`config.mk`:
```
export PLATFORM = sky130hd
export DESIGN_NAME = multi_channel_ring_fifo_top
export DESIGN_NICKNAME = d
export VERILOG_FILES = /design/src/hdl/mcrf_pkg.sv /design/src/hdl/multi_channel_ring_fifo_top.sv /design/src/hdl/mcrf_word_ram.sv
export SDC_FILE = /design/constraint.sdc
export NUM_CORES = 2
export LEC_CHECK = 0
export BUFFER_PORTS_ARGS = -buffer_cell sky130_fd_sc_hd__buf_2
export CORE_AREA = 2 2 495 497
export DETAILED_ROUTE_END_ITERATION = 8
export DIE_AREA = 0 0 497 499
export MAX_ROUTING_LAYER = met4
export PLACE_DENSITY_LB_ADDON = 0.1
export SYNTH_ARGS = -nofsm -noshare
export SYNTH_HDL_FRONTEND = slang
export SYNTH_SLANG_ARGS = --single-unit
```
`constraint.sdc`:
```
create_clock -name clk -period 22.9 [get_ports clk]
set_input_delay 3.435 -clock clk [delete_from_list [all_inputs] [get_ports clk]]
set_output_delay 3.435 -clock clk [all_outputs]
set_load 0.02 [all_outputs]
```
`src/hdl/mcrf_pkg.sv`:
```
package mcrf_pkg;

  localparam int CMD_W    = 2;
  localparam int INDEX_W  = 3;
  localparam int DATA_W   = 32;
  localparam int STATUS_W = 2;
  localparam int FILL_W   = 5;
  localparam int LOST_W   = 32;

  localparam int S_TDATA_W = 40;
  localparam int M_TDATA_W = 72;

  typedef enum logic [CMD_W-1:0] {
    CMD_INIT  = 2'd0,
    CMD_READ  = 2'd1,
    CMD_WRITE = 2'd2,
    CMD_NOP   = 2'd3
  } cmd_t;

  typedef enum logic [STATUS_W-1:0] {
    ST_OK        = 2'd0,
    ST_BAD_INDEX = 2'd1,
    ST_FULL      = 2'd2,
    ST_EMPTY     = 2'd3
  } status_t;

  typedef struct packed {
    logic wr_en;
    logic rd_en;
  } mem_ctl_t;

endpackage

```
`src/hdl/multi_channel_ring_fifo_top.sv`:
```
// channel    | direction | payload
// s_axis     | in        | tdata: command, queue_sel, write_data
// m_axis     | out       | tdata: status, read_data, fill_level, lost_count
//
// one transaction per cycle in and out while m_tready takes results, one result per request
// result is registered and appears in the cycle after acceptance, read data straight from the word ram port
// the word ram is written or read at most once per request through its single port
// rst clears pointers, fill counts and lost counters; word ram contents are not cleared
// a stalled result holds the input off until m_tready takes it
module multi_channel_ring_fifo_top
  import mcrf_pkg::*;
#(
  parameter int NUM_FIFOS  = 4,
  parameter int FIFO_DEPTH = 16
) (
  input  logic                 clk,
  input  logic                 rst,
  input  logic                 s_tvalid,
  output logic                 s_tready,
  // command[1:0], queue_sel[4:2], write_data[36:5], zero fill above
  input  logic [S_TDATA_W-1:0] s_tdata,
  output logic                 m_tvalid,
  input  logic                 m_tready,
  // status[1:0], read_data[33:2], fill_level[38:34], lost_count[70:39], zero fill above
  output logic [M_TDATA_W-1:0] m_tdata
);

  localparam int IDX_W     = (NUM_FIFOS > 1) ? $clog2(NUM_FIFOS) : 1;
  localparam int PTR_W     = $clog2(FIFO_DEPTH);
  localparam int CNT_W     = $clog2(FIFO_DEPTH + 1);
  localparam int MEM_DEPTH = NUM_FIFOS * FIFO_DEPTH;
  localparam int ADDR_W    = (MEM_DEPTH > 1) ? $clog2(MEM_DEPTH) : 1;

  logic [PTR_W-1:0]  head     [NUM_FIFOS];
  logic [PTR_W-1:0]  tail     [NUM_FIFOS];
  logic [CNT_W-1:0]  count    [NUM_FIFOS];
  logic [LOST_W-1:0] lost     [NUM_FIFOS];

  cmd_t               cmd;
  logic [INDEX_W-1:0] queue_sel;
  logic [DATA_W-1:0]  write_data;
  logic               idx_ok;
  logic [IDX_W-1:0]   idx;
  logic               accept;

  logic [PTR_W-1:0]  cur_head;
  logic [PTR_W-1:0]  cur_tail;
  logic [CNT_W-1:0]  cur_count;
  logic [LOST_W-1:0] cur_lost;

  logic [PTR_W-1:0]  head_next;
  logic [PTR_W-1:0]  tail_next;
  logic [CNT_W-1:0]  count_next;
  logic [LOST_W-1:0] lost_next;
  status_t           status_next;
  logic              rd_ok_next;

  mem_ctl_t          mem_ctl;
  logic [ADDR_W-1:0] mem_addr;
  logic [DATA_W-1:0] mem_rdata;

  status_t           status;
  logic              rd_ok;
  logic [FILL_W-1:0] fill;
  logic [LOST_W-1:0] lost_out;

  assign cmd        = cmd_t'(s_tdata[CMD_W-1:0]);
  assign queue_sel  = s_tdata[CMD_W +: INDEX_W];
  assign write_data = s_tdata[CMD_W+INDEX_W +: DATA_W];
  assign idx_ok     = 32'(queue_sel) < NUM_FIFOS;
  assign idx        = IDX_W'(queue_sel);
  assign s_tready   = !m_tvalid || m_tready;
  assign accept     = s_tvalid && s_tready;

  always_comb begin
    cur_head  = '0;
    cur_tail  = '0;
    cur_count = '0;
    cur_lost  = '0;
    if (idx_ok) begin
      cur_head  = head[idx];
      cur_tail  = tail[idx];
      cur_count = count[idx];
      cur_lost  = lost[idx];
    end
  end

  always_comb begin
    head_next   = cur_head;
    tail_next   = cur_tail;
    count_next  = cur_count;
    lost_next   = cur_lost;
    status_next = ST_OK;
    rd_ok_next  = 1'b0;
    mem_ctl     = '0;
    mem_addr    = ADDR_W'(32'(idx) * FIFO_DEPTH);
    unique case (cmd)
      CMD_INIT: begin
        head_next  = '0;
        tail_next  = '0;
        count_next = '0;
        lost_next  = '0;
      end
      CMD_READ: begin
        if (cur_count == '0) begin
          status_next = ST_EMPTY;
        end else begin
          rd_ok_next    = 1'b1;
          mem_ctl.rd_en = accept && idx_ok;
          mem_addr      = mem_addr + ADDR_W'(cur_head);
          head_next     = (cur_head == PTR_W'(FIFO_DEPTH - 1)) ? '0 : cur_head + 1'b1;
          count_next    = cur_count - 1'b1;
        end
      end
      CMD_WRITE: begin
        if (cur_count == CNT_W'(FIFO_DEPTH)) begin
          status_next = ST_FULL;
          lost_next   = cur_lost + 1'b1;
        end else begin
          mem_ctl.wr_en = accept && idx_ok;
          mem_addr      = mem_addr + ADDR_W'(cur_tail);
          tail_next     = (cur_tail == PTR_W'(FIFO_DEPTH - 1)) ? '0 : cur_tail + 1'b1;
          count_next    = cur_count + 1'b1;
        end
      end
      CMD_NOP: begin
      end
      default: begin
      end
    endcase
    if (!idx_ok) begin
      status_next = ST_BAD_INDEX;
      rd_ok_next  = 1'b0;
      count_next  = '0;
      lost_next   = '0;
    end
  end

  always_ff @(posedge clk) begin
    if (rst) begin
      for (int i = 0; i < NUM_FIFOS; i++) begin
        head[i]  <= '0;
        tail[i]  <= '0;
        count[i] <= '0;
        lost[i]  <= '0;
      end
    end else if (accept && idx_ok) begin
      head[idx]  <= head_next;
      tail[idx]  <= tail_next;
      count[idx] <= count_next;
      lost[idx]  <= lost_next;
    end
  end

  always_ff @(posedge clk) begin
    if (rst) begin
      m_tvalid <= 1'b0;
    end else if (s_tready) begin
      m_tvalid <= s_tvalid;
    end
  end

  always_ff @(posedge clk) begin
    if (accept) begin
      status   <= status_next;
      rd_ok    <= rd_ok_next;
      fill     <= FILL_W'(count_next);
      lost_out <= lost_next;
    end
  end

  mcrf_word_ram #(
    .DEPTH  (MEM_DEPTH),
    .ADDR_W (ADDR_W)
  ) u_word_ram (
    .clk   (clk),
    .ctl   (mem_ctl),
    .addr  (mem_addr),
    .wdata (write_data),
    .rdata (mem_rdata)
  );

  assign m_tdata = {1'b0, lost_out, fill, (rd_ok ? mem_rdata : '0), status};

endmodule

```
`src/hdl/mcrf_word_ram.sv`:
```
module mcrf_word_ram
  import mcrf_pkg::*;
#(
  parameter int DEPTH  = 64,
  parameter int ADDR_W = 6
) (
  input  logic              clk,
  input  mem_ctl_t          ctl,
  input  logic [ADDR_W-1:0] addr,
  input  logic [DATA_W-1:0] wdata,
  output logic [DATA_W-1:0] rdata
);

  logic [DATA_W-1:0] mem [DEPTH];

  always_ff @(posedge clk) begin
    if (ctl.wr_en) begin
      mem[addr] <= wdata;
    end
  end

  always_ff @(posedge clk) begin
    if (ctl.rd_en) begin
      rdata <= mem[addr];
    end
  end

endmodule

```
==> out/metrics.csv <==
metric;value;unit
status;finished, final reports clean;
grt ovf;0;
max_cap viols;0;
max_slew headroom;15.74;%
nets;5147;
Die Ht;499;um
Clock Tree Buf Depth;3;
setup repair bufs after CTS;0;
CP Launch Type;input pin;
Area Growth Syn to Fin;14.69;%
Slew Viols, Final;0;
Final Hold Fails;0;
Final Skew;0.05395;ns
CP Capture Type;register;
R2R Path End;u_word_ram.rdata[5];
Cells after DPL;8050;
Routed WL per cell;32.04;um
Synth Register Bits;2301;
Switching Share;21.56;%
WHS Path Cells;2;
WP data required;23.48;ns
Post-synth EDFFs;2300;
Rows;181;
Reg2Reg Depth;18;
initial antenna violation count;18;
Max IR drop VDD;0.06933;mV
CTS tree;yes;
Pleak;35.24;nW
Top FF cell, synth;edfxtp_1;
Die Span X;497;um
Hold Startpoint;m_tvalid;
gr usage total;22.29;%
CTS Sinks;2301;
critical path peak fanout;121;
Fmax achieved;89.31;MHz
H-tree depth;4;
die area;248000;um^2
syn nets;4904;
Syn Area/Cell;18.45;um^2
Setup-failing EPs final;0;
Net Switching;1.910;mW
hold worst-path end;m_tvalid;
Async S/R FF share, synth;0;%
Power per Cell Area;86.40;nW/um^2
Final Routed Wirelength;273300;um
first-pass GRT wire length;376700;um
worst skew pair latency;0.87;ns
Arr. time, crit path;11.77;ns
r2r startpoint;count[2][1];
# port buffers;113;
library cells used by synthesis;72;
Vias/cell;5.549;
first-iteration detailed-routing DRC count;4991;
maximum number of pins on one net before global-route repair;124;
sequential area share after synthesis;77.26;%
post-route minimum period;11.20;ns
cts bufs inserted;241;
Cells after Synth;4848;
Syn Std Cell Area;89420;um^2
Via Count;47340;
unrepaired setup endpoints after global routing;false;
Worst-path clk slew;0.06;ns
setup TNS;0;ns
Yosys Warn Count;0;
initial core utilization;36.87;%
combinational share of power;3.8;%
Root Buffer;clkbuf_16;
Finished Layout Cells;8531;
Hold Buf Count CTS;0;
HPWL after DPL;138700;um
GP Congestion;0.7541;
Antenna Nets Post-Route;0;
CORE AREA;242500;um^2
first-pass iteration count of the detailed router;7;
clock share of power;43.6;%
Seq pwr share;52.7;%
share of cells above drive strength 1;19.55;%
Worst-Margin Slew;1.261;ns
critical path class;in2reg;
vias in the first global route;47210;
P_int;6.951;mW
DRC;0;
setup slack, reg-to-reg;14.62;ns
Hold Crit Class;reg2reg;
post-cts resize count;0;
Tcrit/Tclk final;48.89;%
IO Pins;118;
-- critical path: stages --
cell,delay [ns]
buf_4,0.54
mux4_2,0.64
and2_1,0.21
inv_1,0.09
ha_1,0.24
inv_1,0.15
nor3_2,0.53
nand2_1,0.39
ha_1,0.32
a22o_1,0.22
nand2_4,0.50
buf_12,0.60
buf_4,0.79
buf_4,0.88
mux2i_1,0.29
o22ai_1,0.10
or4_1,0.60
nor4_2,0.73
nand4_1,0.15
-- Yosys cell counts, types with 5 or more instances --
cell type  count  area, um^2
a22o_1        33       289.0
buf_1         39       146.4
mux2i_1      412        4124
a221oi_1      11       96.34
or2_2         10       62.56
and4_1         5       43.79
buf_2         59       295.3
edfxtp_1    2300       69070
ha_1          12       150.1
nand4_1       23       143.9
a21oi_1      117       585.6
o32ai_1       28       245.2
nor2b_1        7       43.79
a21o_1         7       52.55
a31oi_1        6       37.54
a2111oi_0     14       122.6
and3_1        16       100.1
nor2_1       241       904.6
mux2_2         9       101.4
xor2_1        20       175.2
clkbuf_1     157       589.3
a22oi_1       93       698.2
inv_1         56       210.2
nor3_1        61       305.3
mux4_2       284        6396
nor4_1        46       287.8
a211o_1        6       52.55
or3_1         25       156.4
nand2_1      362        1359
o21ai_0       30       150.1
buf_4         12       90.09
nand3_1       42       210.2
xnor2_1        6       52.55
and2_1        46       287.8
nand2b_1      12       75.07
o22ai_1      164        1026
or4_1         14       105.1
-- worst max path at each step --
| stage | from | end | slack [ns] | cells past startpoint |
|---|---|---|---|---|
| 2_1_floorplan | s_tdata[2] | u_word_ram.mem[10][0] | 11.58 | 22 |
| 5_1_grt | s_tdata[2] | u_word_ram.rdata[5] | 11.28 | 19 |
| 6_report | s_tdata[2] | u_word_ram.rdata[5] | 11.70 | 19 |
| 3_3_place_gp | s_tdata[2] | u_word_ram.rdata[5] | 10.67 | 19 |
| 4_1_cts | s_tdata[2] | u_word_ram.rdata[17] | 11.57 | 19 |
| 3_5_place_dp | s_tdata[2] | u_word_ram.rdata[5] | 10.59 | 19 |
-- cells in the final DEF, fill, tap and decap left out, types with 33 or more instances in the layout --
cell	instances
clkbuf_1	58
a22oi_1	93
inv_1	55
mux4_2	284
nand3_1	38
edfxtp_1	2300
nor3_2	36
nor2_4	40
and2_1	45
nor4_1	37
a22o_1	33
buf_4	156
a21oi_1	116
mux2i_1	412
nor2_1	201
nand2_1	359
clkinv_2	52
o22ai_1	164
buf_2	112
clkinv_1	55
clkbuf_16	245
-- registers in the layout, summed over array words and instances (netlist names) --
name	cells
u_word_ram.mem	2048
lost	128
lost_out	32
u_word_ram.rdata	32
count	20
head	16
tail	16
fill	5
status	2
m_tvalid	1
rd_ok	1
-- power by group through the flow --
| stage | Clock, mW | Sequential, mW | Combinational (mW) |
|---|---|---|---|
| detailed placement | 0 | 4.76 | 0.340 |
| CTS | 3.95 | 4.67 | 0.341 |
| global route | 4.10 | 4.67 | 0.357 |
| finish | 3.86 | 4.67 | 0.333 |
| global placement | 0 | 4.75 | 0.337 |
| floorplan | 0 | 4.76 | 0.162 |
-- cells by family after synthesis --
group / Yosys count / synth area share [%]
DFF: 2301 / 77.26
and+or+nand+nor: 924 / 4.703
muxes: 706 / 11.89
AOI/OAI and AO/OA: 550 / 4.181
buffers and inverters: 328 / 1.543
xor gates and xnor gates: 26 / 0.2547
adders and majority gates: 12 / 0.1679
other: 1 / 0.004193
-- per-layer routing --
metal  global-route usage, %  share of wire (%)  vias to the layer above
met3                   3.346                5.6                      360
met5                       -                  0                        -
met1                   30.12                 44                    25520
li1                        -                  -                    20030
met2                   35.48                 48                     1430
met4                   5.733                2.2                        0
-- area by class of cell --
class | instances | area (um^2)
fill | 21480 | 140000
clock inverter | 152 | 1430
clock buffer | 303 | 6349
inverter | 57 | 214.0
antenna | 26 | 65.06
tap | 3202 | 4006
multi-input combinational | 2219 | 19620
sequential | 2301 | 69090
timing repair buffer | 271 | 1792
-- metrics by stage --
step                hold slack [ns]  power, mW  instance area [um^2]  utilization [%]  worst slack, ns
floorplan                    0.6506      4.921                 89420                -            11.58
global placement             0.5023      5.092                 94720            39.05            10.67
detailed placement           0.5263      5.096                 94720            39.05            10.59
CTS                          0.5346      8.957                102500            42.26            11.57
global route                 0.5642      9.126                102600            42.28            11.28
finish                       0.5261      8.862                102600            42.29            11.70
Power figures use the tool's default switching activity.
